[src/hdl/mwem_pkg.sv]
// mwem_pkg: shared sizes, field structs, command and state codes for the
// minimum-weight edge merge block. No dependencies.
`default_nettype none
package mwem_pkg;

	localparam int MAX_VERTICES = 4096;
	localparam int IDX_W        = $clog2(MAX_VERTICES);
	localparam int RANK_W       = $clog2(MAX_VERTICES + 1);
	localparam int WEIGHT_W     = 31;
	localparam int MODE_W       = 2;

	// Valid bits live in rows of ROW_LEN entries; one summary flop per row.
	localparam int COL_W   = (IDX_W < 5) ? IDX_W : 5;
	localparam int ROW_LEN = 1 << COL_W;
	localparam int ROWS    = (MAX_VERTICES + ROW_LEN - 1) / ROW_LEN;
	localparam int ROW_AW  = (ROWS > 1) ? $clog2(ROWS) : 1;
	localparam int SCAN_N  = 8;

	localparam int FIFO_DEPTH = 2;
	localparam int FIFO_AW    = $clog2(FIFO_DEPTH);

	localparam logic [MODE_W-1:0] MODE_LOAD  = MODE_W'(0);
	localparam logic [MODE_W-1:0] MODE_EDGE  = MODE_W'(1);
	localparam logic [MODE_W-1:0] MODE_DRAIN = MODE_W'(2);

	typedef struct packed {
		logic [MODE_W-1:0]   mode;
		logic [IDX_W-1:0]    label;
		logic [RANK_W-1:0]   rank;
		logic [WEIGHT_W-1:0] weight;
		logic [IDX_W-1:0]    self_label;
	} mwem_in_t;

	typedef struct packed {
		logic                entry_valid;
		logic [IDX_W-1:0]    new_vertex;
		logic [WEIGHT_W-1:0] min_weight;
		logic                group_end;
	} mwem_out_t;

	typedef enum logic [1:0] {
		CMD_LOAD,
		CMD_EDGE,
		CMD_DRAIN
	} mwem_cmd_t;

	typedef struct packed {
		mwem_cmd_t           cmd;
		logic [IDX_W-1:0]    label;
		logic [RANK_W-1:0]   rank;
		logic [WEIGHT_W-1:0] weight;
	} mwem_op_t;

	typedef struct packed {
		logic full;
		logic empty;
	} mwem_q_stat_t;

	typedef enum logic [2:0] {
		ST_IDLE,
		ST_E_RANK,
		ST_E_RMW,
		ST_SCAN,
		ST_ROWCHK,
		ST_WOUT,
		ST_END
	} mwem_state_t;

endpackage
`default_nettype wire

[src/hdl/mwem_fifo.sv]
// mwem_fifo: short command queue between front and back.
// Depends on mwem_pkg.
`default_nettype none
module mwem_fifo import mwem_pkg::*; (
	input  wire logic     clk,
	input  wire logic     arst_n,
	input  wire logic     push,
	input  wire mwem_op_t push_op,
	input  wire logic     pop,
	output mwem_op_t      head,
	output mwem_q_stat_t  stat
);

	mwem_op_t           slot_q [FIFO_DEPTH];
	logic [FIFO_AW-1:0] wptr_q;
	logic [FIFO_AW-1:0] rptr_q;
	logic [FIFO_AW:0]   count_q;
	logic               do_push;
	logic               do_pop;

	assign stat.full  = (count_q == (FIFO_AW + 1)'(FIFO_DEPTH));
	assign stat.empty = (count_q == '0);
	assign do_push    = push && !stat.full;
	assign do_pop     = pop && !stat.empty;
	assign head       = slot_q[rptr_q];

	always_ff @(posedge clk) begin
		if (do_push) begin
			slot_q[wptr_q] <= push_op;
		end
	end

	always_ff @(posedge clk or negedge arst_n) begin
		if (!arst_n) begin
			wptr_q  <= '0;
			rptr_q  <= '0;
			count_q <= '0;
		end else begin
			if (do_push) begin
				wptr_q <= (wptr_q == FIFO_AW'(FIFO_DEPTH - 1)) ? '0 : wptr_q + 1'b1;
			end
			if (do_pop) begin
				rptr_q <= (rptr_q == FIFO_AW'(FIFO_DEPTH - 1)) ? '0 : rptr_q + 1'b1;
			end
			case ({do_push, do_pop})
				2'b10:   count_q <= count_q + 1'b1;
				2'b01:   count_q <= count_q - 1'b1;
				default: count_q <= count_q;
			endcase
		end
	end

endmodule
`default_nettype wire

[config.mk]
export PLATFORM = sky130hd
export DESIGN_NAME = mwem_fifo
export DESIGN_NICKNAME = d
export VERILOG_FILES = /design/src/hdl/mwem_pkg.sv /design/src/hdl/mwem_fifo.sv
export SDC_FILE = /design/constraint.sdc
export NUM_CORES = 1
export LEC_CHECK = 0
export BUFFER_PORTS_ARGS = -buffer_cell sky130_fd_sc_hd__buf_4
export CORE_MARGIN = 3
export CORE_UTILIZATION = 56
export DETAILED_ROUTE_END_ITERATION = 7
export HOLD_SLACK_MARGIN = 0.12
export PLACE_DENSITY = 0.95
export SYNTH_ARGS = -nofsm -noshare
export SYNTH_HDL_FRONTEND = slang
export SYNTH_SLANG_ARGS = --single-unit
[constraint.sdc]
create_clock -name clk -period 7.1 [get_ports clk]
set_input_delay 0.71 -clock clk [delete_from_list [all_inputs] [get_ports clk]]
set_output_delay 0.71 -clock clk [all_outputs]
set_load 0.02 [all_outputs]
==> metrics.csv <==
stage;metric;value;unit
status;status;completed;
yosys;synthesized area per cell;22.2;sq um
die;Placeable Area;7450;sq um
finish;Nets;399;
yosys;Async S/R FF share, synth;0.0333;
clocking;CTS tree;built;
detailed_routing;initial drt markers;71;
detailed_routing;Via density;5.05;
clocking;TritonCTS buffer count;17;
clocking;clock-pin transition on the worst setup and hold timing paths;0.05;ns
sta;# setup viols final;0;
yosys;main flop type after synthesis;edfxtp_1;
clocking;clk root buf;clkbuf_8;
yosys;synthesized area;4430;sq um
yosys;Synth top cells by count;edfxtp_1 (116), mux2_2 (48), mux2_4 (10);
yosys;Post-synth EDFFs;116;
yosys;most common cell in the netlist;edfxtp_1;
yosys;sequential share of the synthesized area;0.810;
clocking;clk_lat worst skew;0.50;ns
yosys;register bit total from synthesis;120;
clocking;Sink Count;120;
die;I/O Pins;122;
yosys;post-synth top area share;0.787;
power_and_ir_drop;P_leak;2.30;nW
place;placed wire-length estimate;5100;microns
detailed_routing;final WL;7770;microns
yosys;YS warnings;0;
sta;f_max;0.320;GHz
sta;final hold viol count;0;
critical_path;worst path arrival time;2.42;ns
detailed_routing;DR WL met3;667;microns
sta;Worst Max-Slew Pin Slew;0.815;ns
power_and_ir_drop;peak supply drop;0.287;mV
die;row count;31;
critical_path;CP startpoint kind;flip-flop;
global_routing;GRT Residual Overflow;0;
global_routing;initial antenna violation count;0;
clocking;clock buffer depth;2;
clocking;Post-CTS Setup Bufs;0;
detailed_routing;WL/cell;17.4;microns
sta;Slew Viols, Final;0;
finish;multi-input logic area;790;sq um
global_routing;largest net degree at the start of global routing;36;
sta;worst setup margin;3.97;ns
global_routing;Tot GR Track Use;0.186;
yosys;Cells after Synth;199;
die;Die X;94.9;microns
yosys;synth top area cells;edfxtp_1 (79%), mux2_2 (12%), mux2_4 (3.4%);
yosys;post-synth net total;262;
detailed_routing;DRT met1 WL;3000;microns
die;starting density of the core;0.594;
sta;Tcrit/Tclk final;0.441;
place;setup slack at placement;4.44;ns
clocking;post-CTS sizing;0;
yosys;cell taking the most area after synthesis;edfxtp_1;
die;Chip Height;94.9;microns
critical_path;crit end category;output port;
power_and_ir_drop;Final Power;0.00267;W
sta;minimum clock period;3.13;ns
power_and_ir_drop;pwr dens;446;nW/um^2
global_routing;global-route wire length before repair;12000;microns
sta;RSZ-0062 raised after global routing;false;
critical_path;worst path required time;6.39;ns
critical_path;Crit Path Class;reg -> out;
critical_path;largest fanout on the critical path;35;
yosys;Netlist cell types;16;
detailed_routing;Top Layer Used;met4;
clocking;hold-fix buffers at CTS;1;
sta;setup_tns;0;ns
finish;FILL cells;394;
finish;area occupied by registers;3580;sq um
detailed_routing;DR WL met2;3970;microns
clocking;H-tree levels;4;
die;Die ar.;9010;sq um
detailed_routing;Pre-antenna DRT Iters;4;
sta;Final Skew;0.00712;ns
place;Placer Congestion;0.711;
detailed_routing;DRC viols;0;
finish;Layout Cells excl Fill;446;
place;post-placement cell count;415;
finish;Area Growth Syn to Fin;34.9;%
place;port bufs;121;
global_routing;number of global-route vias before repair;2441;
sta;Max-Slew Margin vs Limit;0.456;
finish;fraction of layout cells with a size suffix above 1;0.608;
run;max_cap viols;0;
worst_hold_path;HP Class;in -> reg;
detailed_routing;DR vias;2252;
sta;WHS;0.392;ns
detailed_routing;post-route ant nets;0;
finish;# diodes;0;
==> cells by family (layout without fill, tap and decap cells) <==
kind of cell             count (synthesis)  count (layout)  synth area share
multiplexers                            58              58             0.156
flip-flops                             120             120             0.810
buffers and inverters                    8             156            0.0139
adder cells (fa/ha/maj)                  1               1           0.00283
AND/OR/NAND/NOR                          7               7           0.00764
XOR/XNOR                                 5               5           0.00990
==> worst paths after layout <==
kind / start / to / slack, ns / cells after the start
worst min-delay path: push_op[11] / slot_q[1][11]$_DFFE_PP_ / 0.39 / 1
min in group asynchronous: arst_n / count_q[0]$_DFFE_PN0P_ / 0.57 / 2
max in group asynchronous: arst_n / rptr_q$_DFFE_PN0P_ / 6.42 / 2
worst min register to register: count_q[1]$_DFFE_PN0P_ / count_q[1]$_DFFE_PN0P_ / 0.54 / 1
worst max-delay path: rptr_q$_DFFE_PN0P_ / head[45] / 3.97 / 3
worst max register to register: count_q[0]$_DFFE_PN0P_ / slot_q[0][5]$_DFFE_PP_ / 4.85 / 4
==> registers in the layout, summed over array words and instances (netlist names) <==
| register | flops |
|---|---|
| wptr_q | 1 |
| slot_q | 116 |
| rptr_q | 1 |
| count_q | 2 |
==> through the flow <==
step	util	cell area, sq um
3_5_place_dp	0.730	5430
6_report	0.802	5970
4_1_cts	0.802	5970
5_1_grt	0.802	5970
3_3_place_gp	0.730	5430
2_1_floorplan	-	4430
==> layout by cell type (no fill, tap or decap) <==
cell type / netlist / layout
edfxtp_1: 116 / 116
buf_4: 0 / 124
xnor2_1: 3 / 3
clkinv_1: 0 / 3
dlygate4sd3_1: 0 / 1
nand2_1: 1 / 1
clkbuf_1: 0 / 1
nor2_1: 3 / 2
inv_1: 1 / 1
xor2_1: 2 / 2
clkbuf_8: 0 / 1
dfrtp_1: 4 / 3
mux2_2: 48 / 48
nor2_4: 0 / 1
bufinv_16: 0 / 2
nor2b_1: 1 / 1
clkinv_2: 0 / 5
clkinvlp_4: 0 / 2
clkbuf_16: 0 / 16
mux2_4: 10 / 10
and3_2: 0 / 1
dfrtp_2: 0 / 1
ha_1: 1 / 1
nand2b_1: 1 / 1
==> layer usage <==
layer,track usage,vias to the layer above
met5,0,-
met4,0.0817,0
met3,0.0797,14
met2,0.311,93
met1,0.209,1090
li1,-,1055
==> report_power, final <==
group | switching [W] | leakage, nW | total, W | internal, W
sequential | 0.0000832 | 1.12 | 0.00105 | 0.000971
clock | 0.000270 | 0.258 | 0.000756 | 0.000486
combinational | 0.000446 | 0.922 | 0.000854 | 0.000408
==> area by class of cell <==
| type | instances | area share |
|---|---|---|
| Tap cell | 99 | 0.0207 |
| Inverter | 1 | 0.000629 |
| Sequential cell | 120 | 0.600 |
| Multi-Input combinational cell | 71 | 0.132 |
| Timing Repair Buffer | 125 | 0.158 |
| Clock buffer | 18 | 0.0700 |
| Clock inverter | 12 | 0.0186 |
==> critical path, cell delays in order, from the launching register on <==
cell and delay, ns:
dfrtp_2 0.89, buf_4 0.47, mux2_2 0.39, buf_4 0.16
(Power assumes the default switching activity.)
