$ cat config.mk
export PLATFORM = sky130hd
export DESIGN_NAME = mwem_front
export DESIGN_NICKNAME = d
export VERILOG_FILES = /design/src/hdl/mwem_pkg.sv /design/src/hdl/mwem_front.sv
export SDC_FILE = /design/constraint.sdc
export NUM_CORES = 1
export LEC_CHECK = 0
export BUFFER_PORTS_ARGS = -buffer_cell sky130_fd_sc_hd__clkbuf_2
export CAP_MARGIN = 20
export CORE_MARGIN = 2
export CORE_UTILIZATION = 26
export CTS_BUF_LIST = sky130_fd_sc_hd__clkbuf_4 sky130_fd_sc_hd__clkbuf_8
export CTS_CLUSTER_DIAMETER = 80
export DETAILED_ROUTE_END_ITERATION = 6
export PLACE_DENSITY = 0.9
export RECOVER_POWER = 100
export SYNTH_ARGS = -nofsm -noshare
export SYNTH_HDL_FRONTEND = slang
export SYNTH_SLANG_ARGS = --single-unit
$ cat constraint.sdc
create_clock -name clk -period 3 [get_ports clk]
set_input_delay 0.75 -clock clk [delete_from_list [all_inputs] [get_ports clk]]
set_output_delay 0.75 -clock clk [all_outputs]
set_load 0.01 [all_outputs]
$ cat src/hdl/mwem_pkg.sv
// mwem_pkg: shared sizes, field structs, command and state codes for the
// minimum-weight edge merge block. No dependencies.
`default_nettype none
package mwem_pkg;

	localparam int MAX_VERTICES = 4096;
	localparam int IDX_W        = $clog2(MAX_VERTICES);
	localparam int RANK_W       = $clog2(MAX_VERTICES + 1);
	localparam int WEIGHT_W     = 31;
	localparam int MODE_W       = 2;

	// Valid bits live in rows of ROW_LEN entries; one summary flop per row.
	localparam int COL_W   = (IDX_W < 5) ? IDX_W : 5;
	localparam int ROW_LEN = 1 << COL_W;
	localparam int ROWS    = (MAX_VERTICES + ROW_LEN - 1) / ROW_LEN;
	localparam int ROW_AW  = (ROWS > 1) ? $clog2(ROWS) : 1;
	localparam int SCAN_N  = 8;

	localparam int FIFO_DEPTH = 2;
	localparam int FIFO_AW    = $clog2(FIFO_DEPTH);

	localparam logic [MODE_W-1:0] MODE_LOAD  = MODE_W'(0);
	localparam logic [MODE_W-1:0] MODE_EDGE  = MODE_W'(1);
	localparam logic [MODE_W-1:0] MODE_DRAIN = MODE_W'(2);

	typedef struct packed {
		logic [MODE_W-1:0]   mode;
		logic [IDX_W-1:0]    label;
		logic [RANK_W-1:0]   rank;
		logic [WEIGHT_W-1:0] weight;
		logic [IDX_W-1:0]    self_label;
	} mwem_in_t;

	typedef struct packed {
		logic                entry_valid;
		logic [IDX_W-1:0]    new_vertex;
		logic [WEIGHT_W-1:0] min_weight;
		logic                group_end;
	} mwem_out_t;

	typedef enum logic [1:0] {
		CMD_LOAD,
		CMD_EDGE,
		CMD_DRAIN
	} mwem_cmd_t;

	typedef struct packed {
		mwem_cmd_t           cmd;
		logic [IDX_W-1:0]    label;
		logic [RANK_W-1:0]   rank;
		logic [WEIGHT_W-1:0] weight;
	} mwem_op_t;

	typedef struct packed {
		logic full;
		logic empty;
	} mwem_q_stat_t;

	typedef enum logic [2:0] {
		ST_IDLE,
		ST_E_RANK,
		ST_E_RMW,
		ST_SCAN,
		ST_ROWCHK,
		ST_WOUT,
		ST_END
	} mwem_state_t;

endpackage
`default_nettype wire

$ cat src/hdl/mwem_front.sv
// mwem_front: accepts input beats, drops self-loops, out-of-range labels and
// unused modes, and pushes the rest as commands. Depends on mwem_pkg.
`default_nettype none
module mwem_front import mwem_pkg::*; (
	input  wire logic         clk,
	input  wire logic         arst_n,
	input  wire logic         item_valid,
	output logic              item_ready,
	input  wire mwem_in_t     item,
	input  wire mwem_q_stat_t q_stat,
	output logic              push,
	output mwem_op_t          push_op
);

	logic keep;
	logic label_ok;
	logic seen_q;

	// label width covers the table exactly only for power-of-two depths
	assign label_ok = ({1'b0, item.label} < (IDX_W + 1)'(MAX_VERTICES));

	always_comb begin
		keep           = 1'b0;
		push_op.cmd    = CMD_LOAD;
		push_op.label  = item.label;
		push_op.rank   = item.rank;
		push_op.weight = item.weight;
		unique case (item.mode)
			MODE_LOAD: begin
				keep        = label_ok;
				push_op.cmd = CMD_LOAD;
			end
			MODE_EDGE: begin
				keep        = label_ok && (item.label != item.self_label);
				push_op.cmd = CMD_EDGE;
			end
			MODE_DRAIN: begin
				keep        = 1'b1;
				push_op.cmd = CMD_DRAIN;
			end
			default: keep = 1'b0;
		endcase
	end

	// hold ready low out of reset until seen_q is set
	always_ff @(posedge clk or negedge arst_n) begin
		if (!arst_n) begin
			seen_q <= 1'b0;
		end else begin
			seen_q <= 1'b1;
		end
	end

	assign item_ready = seen_q && !q_stat.full;
	assign push       = item_valid && item_ready && keep;

endmodule
`default_nettype wire

==> out/qor.log, run 1 <==
[pwr] total power draw 0.0680 mW
[floorplan] DIE HEIGHT 52.5 um
[placement] routability congestion estimate from global placement 0.691
[pwr] Psw 0.0257 mW
[critical_path] worst stage delay on the critical path 310 ps
[pwr] sequential group share of total power 21.4%
[timing] final max-slew violation count 0
[pwr] maximum vdd ir drop 0.0929 mV
[timing] Achievable Freq 409 MHz
[placement] quantity of I/O buffers inserted on ports 45
[timing] unrepaired setup endpoints after global routing false
[clock_tree] clk slew on worst S/H paths 0 ps
[floorplan] number of top-level pins 135
[timing] final count of negative-setup-slack endpoints 0
[timing] number of failing hold endpoints at the final stage 0
[routing] Iteration-0 DRC Markers 0
[global_routing] combined global-route utilization of all metal layers 5.32%
[global_routing] maximum number of pins on one net before global-route repair 5
[logic_synthesis] post-synthesis instance area 612 um2
[critical_path] startpoint kind of the worst setup timing path input port
[routing] average wire length per cell after detail routing 8.98 um
[critical_path] crit end category output port
[pwr] static power due to leakage 0.214 nW
[floorplan] starting utilization of the core area 27.7%
[cells_and_area] ratio of cells with drive above 1 in the final layout 42.0%
[global_routing] via count of the first global-routing pass 321
[status] status completed
[clock_tree] # Post-CTS Setup Buffers 0
[floorplan] Total Die Area 0.00276 mm2
[routing] number of vias per cell 3.70
[logic_synthesis] Avg Inst Size Synth 7.65 um2
[timing] WHS 525 ps
[worst_hold_path] worst hold path type in -> async
[logic_synthesis] count of unique library cells instantiated by Yosys 12
[cells_and_area] number of nets in the layout 146
[timing] worst setup margin 555 ps
[floorplan] total core area 0.00221 mm2
[logic_synthesis] number of synthesized register bits 1
[cells_and_area] flip-flop count of the largest register, all copies and words added 1
[critical_path] slowest CP cell nor4_1
[logic_synthesis] cell count after synthesis 80
[flow_run] maxcap violations 0
[floorplan] die span in x 52.5 um
[cells_and_area] largest reg by FF count seen_q
[clock_tree] post-CTS sizing 0
[logic_synthesis] register area share after synthesis 4.09%
[routing] antenna viol nets, final 0
[critical_path] required time worst endpoint 2250 ps
[clock_tree] CTS hold repair buffers 0
[routing] Total Routed Length 871 um
[global_routing] initial antenna violation count 0
[cells_and_area] signed area change from the synthesized netlist to the final layout -29.4%
[floorplan] total number of placement rows 17
[critical_path] largest fanout on the critical path 1
[logic_synthesis] number of warnings reported in the yosys synthesis log 0
[pwr] Internal Power 0.0423 mW
[cells_and_area] biggest regs seen_q x1
[routing] post-route DRC violation count 0
[global_routing] overflow left after global routing 0
[cells_and_area] number of diodes added for antenna fixing 0
[timing] minimum clock period 2440 ps
[pwr] power density over cell area 157 mW/mm2
[global_routing] global-route wire length before repair 1.20 mm
[critical_path] CP delay by family, top simple AND/OR/NAND/NOR gates
[routing] Pre-antenna DRT Iters 1
[routing] number of vias in the routed layout 359
[critical_path] number of buffer and inverter instances along the worst setup path 2
[timing] summed negative setup slack over all endpoints 0 ps
[timing] fin crit share 81.5%
[logic_synthesis] Syn Nets 155
[critical_path] arrival time reported for the critical path endpoint 1690 ps
[pwr] switching share of power 37.8%
[pwr] relative contribution of combinational cells to total power 78.6%
[pwr] clock group share of total power 0%
[critical_path] path type of the worst setup path in -> out
[critical_path] series of cell instances along the critical path clkbuf_2 > xor2_1 > nor4_1 > and3_1 > a21oi_1 > clkbuf_1
[placement] Post-Place Setup Slack 522 ps
[layout make-up]
cell class	instances	area (um2)
fill	277	1780
multi-input combinational	23	166
sequential	1	25.0
tap	28	35.0
timing repair buffer	45	205
[layout by cell type, fill, tap and decap left out, types with 2 or more instances in the layout]
master / synthesis / layout
nor2b_1: 3 / 3
xnor2_1: 5 / 5
clkbuf_1: 0 / 16
clkbuf_2: 0 / 29
nor4_1: 2 / 2
xor2_1: 7 / 7
[worst paths after layout]
check	startpoint	to	slack, ps	depth (start not counted)
max	item[3]	push	560	6
min	arst_n	seen_q$_DFF_PN0_	520	1
max in group asynchronous	arst_n	seen_q$_DFF_PN0_	2390	1
min in group clk	seen_q$_DFF_PN0_	item_ready	1340	2
[metrics by stage]
step	area [um2]	std cells	utilization (%)
after floorplan	612	80	-
after CTS	452	97	20.4
after global routing	432	97	19.5
after detailed placement	452	97	20.4
after global placement	452	97	20.4
final	432	97	19.5
[synth_stat cells]
| master | number | area [um2] |
|---|---|---|
| nand3_1 | 1 | 5.00 |
| xnor2_1 | 5 | 43.8 |
| a21oi_1 | 1 | 5.00 |
| nor4_1 | 2 | 12.5 |
| and3_1 | 1 | 6.26 |
| nand4_1 | 1 | 6.26 |
| dfrtp_1 | 1 | 25.0 |
| conb_1 | 1 | 3.75 |
| buf_4 | 56 | 420 |
| nor2b_1 | 3 | 18.8 |
| nand2_1 | 1 | 3.75 |
| xor2_1 | 7 | 61.3 |
[cell families after synthesis]
group	count (synthesis)	share of synthesized area, %
buffers and inverters	56	68.7
other	1	0.613
DFF	1	4.09
AOI/OAI and AO/OA	1	0.817
and+or+nand+nor	9	8.59
xor gates and xnor gates	12	17.2
[power groups by stage]
| stage | clock network, mW | registers (mW) | logic [mW] |
|---|---|---|---|
| detailed placement | 0 | 0.0146 | 0.0568 |
| CTS | 0 | 0.0146 | 0.0571 |
| global placement | 0 | 0.0145 | 0.0560 |
| finish | 0 | 0.0146 | 0.0534 |
| floorplan | 0 | 0.0145 | 0.0936 |
| global route | 0 | 0.0146 | 0.0591 |
[metal layers]
metal,routed length (um),part of all wire [%],vias to the layer above,global-route usage (%)
met1,264,30,149,5.45
li1,-,-,174,-
met5,0,0,-,0
met4,25,2.9,0,2.99
met2,433,50,28,9.17
met3,148,17,8,2.00
Power figures use the tool's default switching activity.
==> run 2, diff against run 1 <==
--- a/config.mk
+++ b/config.mk
@@ -8,11 +8,11 @@
 export BUFFER_PORTS_ARGS = -buffer_cell sky130_fd_sc_hd__clkbuf_2
 export CAP_MARGIN = 20
 export CORE_MARGIN = 2
-export CORE_UTILIZATION = 26
+export CORE_UTILIZATION = 24
 export CTS_BUF_LIST = sky130_fd_sc_hd__clkbuf_4 sky130_fd_sc_hd__clkbuf_8
 export CTS_CLUSTER_DIAMETER = 80
 export DETAILED_ROUTE_END_ITERATION = 6
-export PLACE_DENSITY = 0.9
+export PLACE_DENSITY = 0.85
 export RECOVER_POWER = 100
 export SYNTH_ARGS = -nofsm -noshare
 export SYNTH_HDL_FRONTEND = slang
==> constraint.sdc (replaced) <==
create_clock -name clk -period 2.27 [get_ports clk]
set_input_delay 0.5675 -clock clk [delete_from_list [all_inputs] [get_ports clk]]
set_output_delay 0.5675 -clock clk [all_outputs]
set_load 0.01 [all_outputs]
==> run 2 against run 1 <==
Effect of this change: combinational power up 34%; cell count grew 2.1%; flip-flop and latch count unchanged; largest cell class unchanged; highest routed layer unchanged.
==> out/qor.log, run 2 (synthesis gave the netlist of run 1 again) <==
[pwr] power density over cell area 208 mW/mm2 [+32%]
[worst_hold_path] worst hold path type in -> async
[placement] Post-Place Setup Slack 135 ps [-387 ps]
[cells_and_area] number of diodes added for antenna fixing 0 [unchanged]
[routing] average wire length per cell after detail routing 10.4 um [+16%]
[pwr] total power draw 0.0906 mW [+33%]
[timing] number of failing hold endpoints at the final stage 0 [unchanged]
[floorplan] number of top-level pins 135 [unchanged]
[pwr] maximum vdd ir drop 0.137 mV [+48%]
[floorplan] DIE HEIGHT 54.5 um [+3.8%]
[clock_tree] CTS hold repair buffers 0 [unchanged]
[critical_path] startpoint kind of the worst setup timing path input port
[routing] number of vias in the routed layout 365 [+1.7%]
[critical_path] largest fanout on the critical path 1 [unchanged]
[flow_run] maxcap violations 0 [unchanged]
[floorplan] total core area 0.00245 mm2 [+11%]
[cells_and_area] number of nets in the layout 146 [unchanged]
[placement] area of placed instances 454 um2 [+0.55%]
[critical_path] required time worst endpoint 1700 ps [-550 ps]
[routing] number of vias per cell 3.69 [-0.38%]
[clock_tree] clk slew on worst S/H paths 0 ps [unchanged]
[timing] WHS 342 ps [-183 ps]
[cells_and_area] Register Area 25.0 um2 [unchanged]
[critical_path] path type of the worst setup path in -> out
[placement] final HPWL from detailed placement 948 um
[global_routing] via count of the first global-routing pass 278 [-13%]
[cells_and_area] ratio of cells with drive above 1 in the final layout 43.5% [+1.4 points]
[routing] post-route DRC violation count 0 [unchanged]
[cells_and_area] finished layout cell area 435 um2 [+0.87%]
[global_routing] overflow left after global routing 0 [unchanged]
[floorplan] Total Die Area 0.00297 mm2 [+7.7%]
[floorplan] starting utilization of the core area 24.9% [-2.7 points]
[cells_and_area] biggest regs seen_q x1
[routing] antenna viol nets, final 0 [unchanged]
[critical_path] startpoint of the most critical setup path item[5]
[cells_and_area] signed area change from the synthesized netlist to the final layout -28.8%
[clock_tree] # Post-CTS Setup Buffers 0 [unchanged]
[routing] Pre-antenna DRT Iters 1 [unchanged]
[critical_path] critical path endpoint push
[cells_and_area] flip-flop count of the largest register, all copies and words added 1 [unchanged]
[floorplan] total number of placement rows 18 [+1]
[routing] Iteration-0 DRC Markers 0 [unchanged]
[placement] routability congestion estimate from global placement 0.584 [-16%]
[timing] unrepaired setup endpoints after global routing false
[cells_and_area] footprint of the multi-input gates 166 um2 [unchanged]
[placement] dpl cells 99 [+2.1%]
[global_routing] maximum number of pins on one net before global-route repair 5 [unchanged]
[floorplan] die span in x 54.5 um [+3.8%]
[timing] fin crit share 91.7%
[clock_tree] post-CTS sizing 0 [unchanged]
[timing] summed negative setup slack over all endpoints 0 ps [unchanged]
[cells_and_area] largest reg by FF count seen_q
[routing] Total Routed Length 1.03 mm [+18%]
[cells_and_area] number of non-filler instances in the completed layout 99 [+2.1%]
[placement] quantity of I/O buffers inserted on ports 45 [unchanged]
[cells_and_area] final core area utilization 17.7% [-1.8 points]
[timing] worst setup margin 188 ps [-367 ps]
[timing] final max-slew violation count 0 [unchanged]
[pwr] static power due to leakage 0.217 nW [+1.6%]
[cells_and_area] filler cell count 291 [+5.1%]
[critical_path] arrival time reported for the critical path endpoint 1510 ps [-180 ps]
[cells_and_area] most frequent standard cell in the layout excluding fill and tap cells clkbuf_2
[cells_and_area] highest-count cells in the layout ignoring fill and taps clkbuf_2 (30), clkbuf_1 (15), xor2_1 (7)
[status] status completed
[critical_path] crit end category output port
[global_routing] combined global-route utilization of all metal layers 5.44% [+0.12 points]
[timing] final count of negative-setup-slack endpoints 0 [unchanged]
[global_routing] initial antenna violation count 0 [unchanged]
[timing] Achievable Freq 480 MHz
[timing] minimum clock period 2080 ps
[global_routing] global-route wire length before repair 1.21 mm [+1.2%]
run 2: changes by cell type in the layout (fill, tap and decap cells not counted):
cell | previous run | this run
clkbuf_1 | 16 | 15
clkbuf_2 | 29 | 30
run 2: power by group:
group | internal, mW | leakage (nW) | switching [mW]
Sequential | 0.0190 | 0.0117 | 0.000163
Clock | 0 | 0 | 0
Combinational | 0.0370 | 0.206 | 0.0344
run 2: how the worst min path moves through the flow:
| stage | endpoint | slack, ps | depth (start not counted) |
|---|---|---|---|
| final | seen_q$_DFF_PN0_ | 340 | 1 |
| after floorplan | seen_q$_DFF_PN0_ | 270 | 0 |
| after detailed placement | seen_q$_DFF_PN0_ | 340 | 1 |
| after global routing | seen_q$_DFF_PN0_ | 350 | 1 |
| after global placement | seen_q$_DFF_PN0_ | 340 | 1 |
| after CTS | seen_q$_DFF_PN0_ | 340 | 1 |
run 2: worst max-delay path, stage by stage:
cell and delay, ps:
clkbuf_2 90, xnor2_1 160, nand4_1 130, nor4_1 310, a21oi_1 110, clkbuf_2 150
run 2: per-layer routing:
metal	share of wire, %	global-route usage (%)
met5	0	0
met4	6.3	4.58
met3	19	4.10
met2	43	6.43
met1	31	6.19
run 2: cell type report:
cell class,count,area share [%]
repair buffers,45,47.4
multi-input cells,23,38.2
well taps,30,8.62
flip-flops and latches,1,5.75
==> run 3, diff against run 2 <==
--- a/config.mk
+++ b/config.mk
@@ -13,7 +13,7 @@
 export CTS_CLUSTER_DIAMETER = 80
 export DETAILED_ROUTE_END_ITERATION = 6
 export PLACE_DENSITY = 0.85
-export RECOVER_POWER = 100
+export SKIP_CTS_REPAIR_TIMING = 1
 export SYNTH_ARGS = -nofsm -noshare
 export SYNTH_HDL_FRONTEND = slang
 export SYNTH_SLANG_ARGS = --single-unit
==> run 3 against run 2 <==
Effect of this change: first-iteration DRC count is 1 higher; die area stayed put; core utilization is 0.76 points higher; sequential share of layout area is 0.24 points lower; maximum frequency hardly changed; global-route usage stayed put; routed wire length is 1.3% lower; critical path depth stayed put; cell count stayed put; flip-flop and latch count stayed put; hold slack stayed put; combinational power is 4.9% higher; largest power group unchanged.
==> out/qor.log, run 3 (synthesis gave the netlist of run 1 again) <==
[placement] final HPWL from detailed placement 948 um [unchanged]
[global_routing] maximum number of pins on one net before global-route repair 5 [unchanged]
[cells_and_area] number of diodes added for antenna fixing 0 [unchanged]
[floorplan] DIE HEIGHT 54.5 um [unchanged]
[global_routing] global-route wire length before repair 1.21 mm [unchanged]
[placement] Post-Place Setup Slack 135 ps [unchanged]
[routing] number of vias in the routed layout 368 [+0.82%]
[global_routing] combined global-route utilization of all metal layers 5.44% [unchanged]
[routing] Iteration-0 DRC Markers 1 [+1]
[floorplan] die span in x 54.5 um [unchanged]
[global_routing] initial antenna violation count 0 [unchanged]
[cells_and_area] biggest regs seen_q x1
[floorplan] starting utilization of the core area 24.9% [unchanged]
[routing] Pre-antenna DRT Iters 2 [+1]
[status] status completed
[cells_and_area] most frequent standard cell in the layout excluding fill and tap cells clkbuf_2
[floorplan] total number of placement rows 18 [unchanged]
[floorplan] number of top-level pins 135 [unchanged]
[timing] final count of negative-setup-slack endpoints 0 [unchanged]
[cells_and_area] number of non-filler instances in the completed layout 99 [unchanged]
[cells_and_area] largest reg by FF count seen_q
[cells_and_area] highest-count cells in the layout ignoring fill and taps clkbuf_2 (45), xor2_1 (7), xnor2_1 (5)
[timing] worst setup margin 189 ps [+1.01 ps]
[cells_and_area] number of nets in the layout 146 [unchanged]
[placement] routability congestion estimate from global placement 0.584 [unchanged]
[cells_and_area] signed area change from the synthesized netlist to the final layout -25.8%
[timing] unrepaired setup endpoints after global routing false
[global_routing] via count of the first global-routing pass 278 [unchanged]
[timing] minimum clock period 2080 ps [-1.01 ps]
[pwr] maximum vdd ir drop 0.147 mV [+6.8%]
[routing] Total Routed Length 1.02 mm [-1.3%]
[cells_and_area] ratio of cells with drive above 1 in the final layout 65.2% [+22 points]
[timing] Achievable Freq 481 MHz [about the same]
[routing] post-route DRC violation count 0 [unchanged]
[critical_path] crit end category output port
[critical_path] arrival time reported for the critical path endpoint 1510 ps [about the same]
[routing] number of vias per cell 3.72 [+0.82%]
[critical_path] path type of the worst setup path in -> out
[cells_and_area] flip-flop count of the largest register, all copies and words added 1 [unchanged]
[timing] fin crit share 91.7% [about the same]
[timing] final max-slew violation count 0 [unchanged]
[placement] quantity of I/O buffers inserted on ports 45 [unchanged]
[critical_path] largest fanout on the critical path 1 [unchanged]
[routing] average wire length per cell after detail routing 10.3 um [-1.3%]
[routing] antenna viol nets, final 0 [unchanged]
[pwr] power density over cell area 207 mW/mm2 [-0.44%]
[flow_run] maxcap violations 0 [unchanged]
[worst_hold_path] worst hold path type in -> async
[timing] summed negative setup slack over all endpoints 0 ps [unchanged]
[cells_and_area] filler cell count 290 [-0.34%]
[floorplan] total core area 0.00245 mm2 [unchanged]
[critical_path] startpoint kind of the worst setup timing path input port
[timing] number of failing hold endpoints at the final stage 0 [unchanged]
[placement] dpl cells 99 [unchanged]
[pwr] static power due to leakage 0.263 nW [+21%]
[global_routing] overflow left after global routing 0 [unchanged]
[critical_path] required time worst endpoint 1700 ps [about the same]
[clock_tree] clk slew on worst S/H paths 0 ps [unchanged]
[floorplan] Total Die Area 0.00297 mm2 [unchanged]
==> run 3: per-stage QoR <==
stage	power, mW	hold slack, ps	utilization (%)	area (um2)
detailed placement	0.0952	344	18.5	454
global route	0.105	349	18.5	454
finish	0.0941	342	18.5	454
CTS	0.0955	344	18.5	454
floorplan	0.143	272	-	612
global placement	0.0940	343	18.5	454
==> run 3: path summary, 6_finish.rpt <==
kind                       startpoint          endpoint  slack [ps]  cells after the start
worst max-delay path          item[5]              push         190                      6
max in group asynchronous      arst_n  seen_q$_DFF_PN0_        1840                      1
worst min-delay path           arst_n  seen_q$_DFF_PN0_         340                      1
min in group clk             item[25]       push_op[13]        1140                      0
==> run 3: area by class of cell <==
cell class | instances | area [um2] | share of cell area (%)
timing repair buffer | 45 | 225 | 49.6
multi-input combinational | 23 | 166 | 36.6
tap | 30 | 37.5 | 8.26
sequential | 1 | 25.0 | 5.51
==> run 3: critical path: stages <==
cell and delay [ps]:
clkbuf_2 90, xnor2_1 160, nand4_1 130, nor4_1 310
a21oi_1 110, clkbuf_2 150
==> run 3: power breakdown <==
part / total, mW / switching [mW] / internal (mW)
sequential: 0.0192 / 0.000163 / 0.0190
combinational: 0.0749 / 0.0344 / 0.0405
clock: 0 / 0 / 0
total: 0.0941 / 0.0345 / 0.0596
==> run 3: routing by layer <==
layer	share of wire, %	GRT usage [%]
met1	31	6.19
met5	0	0
met3	19	4.10
met2	44	6.43
met4	6.4	4.58
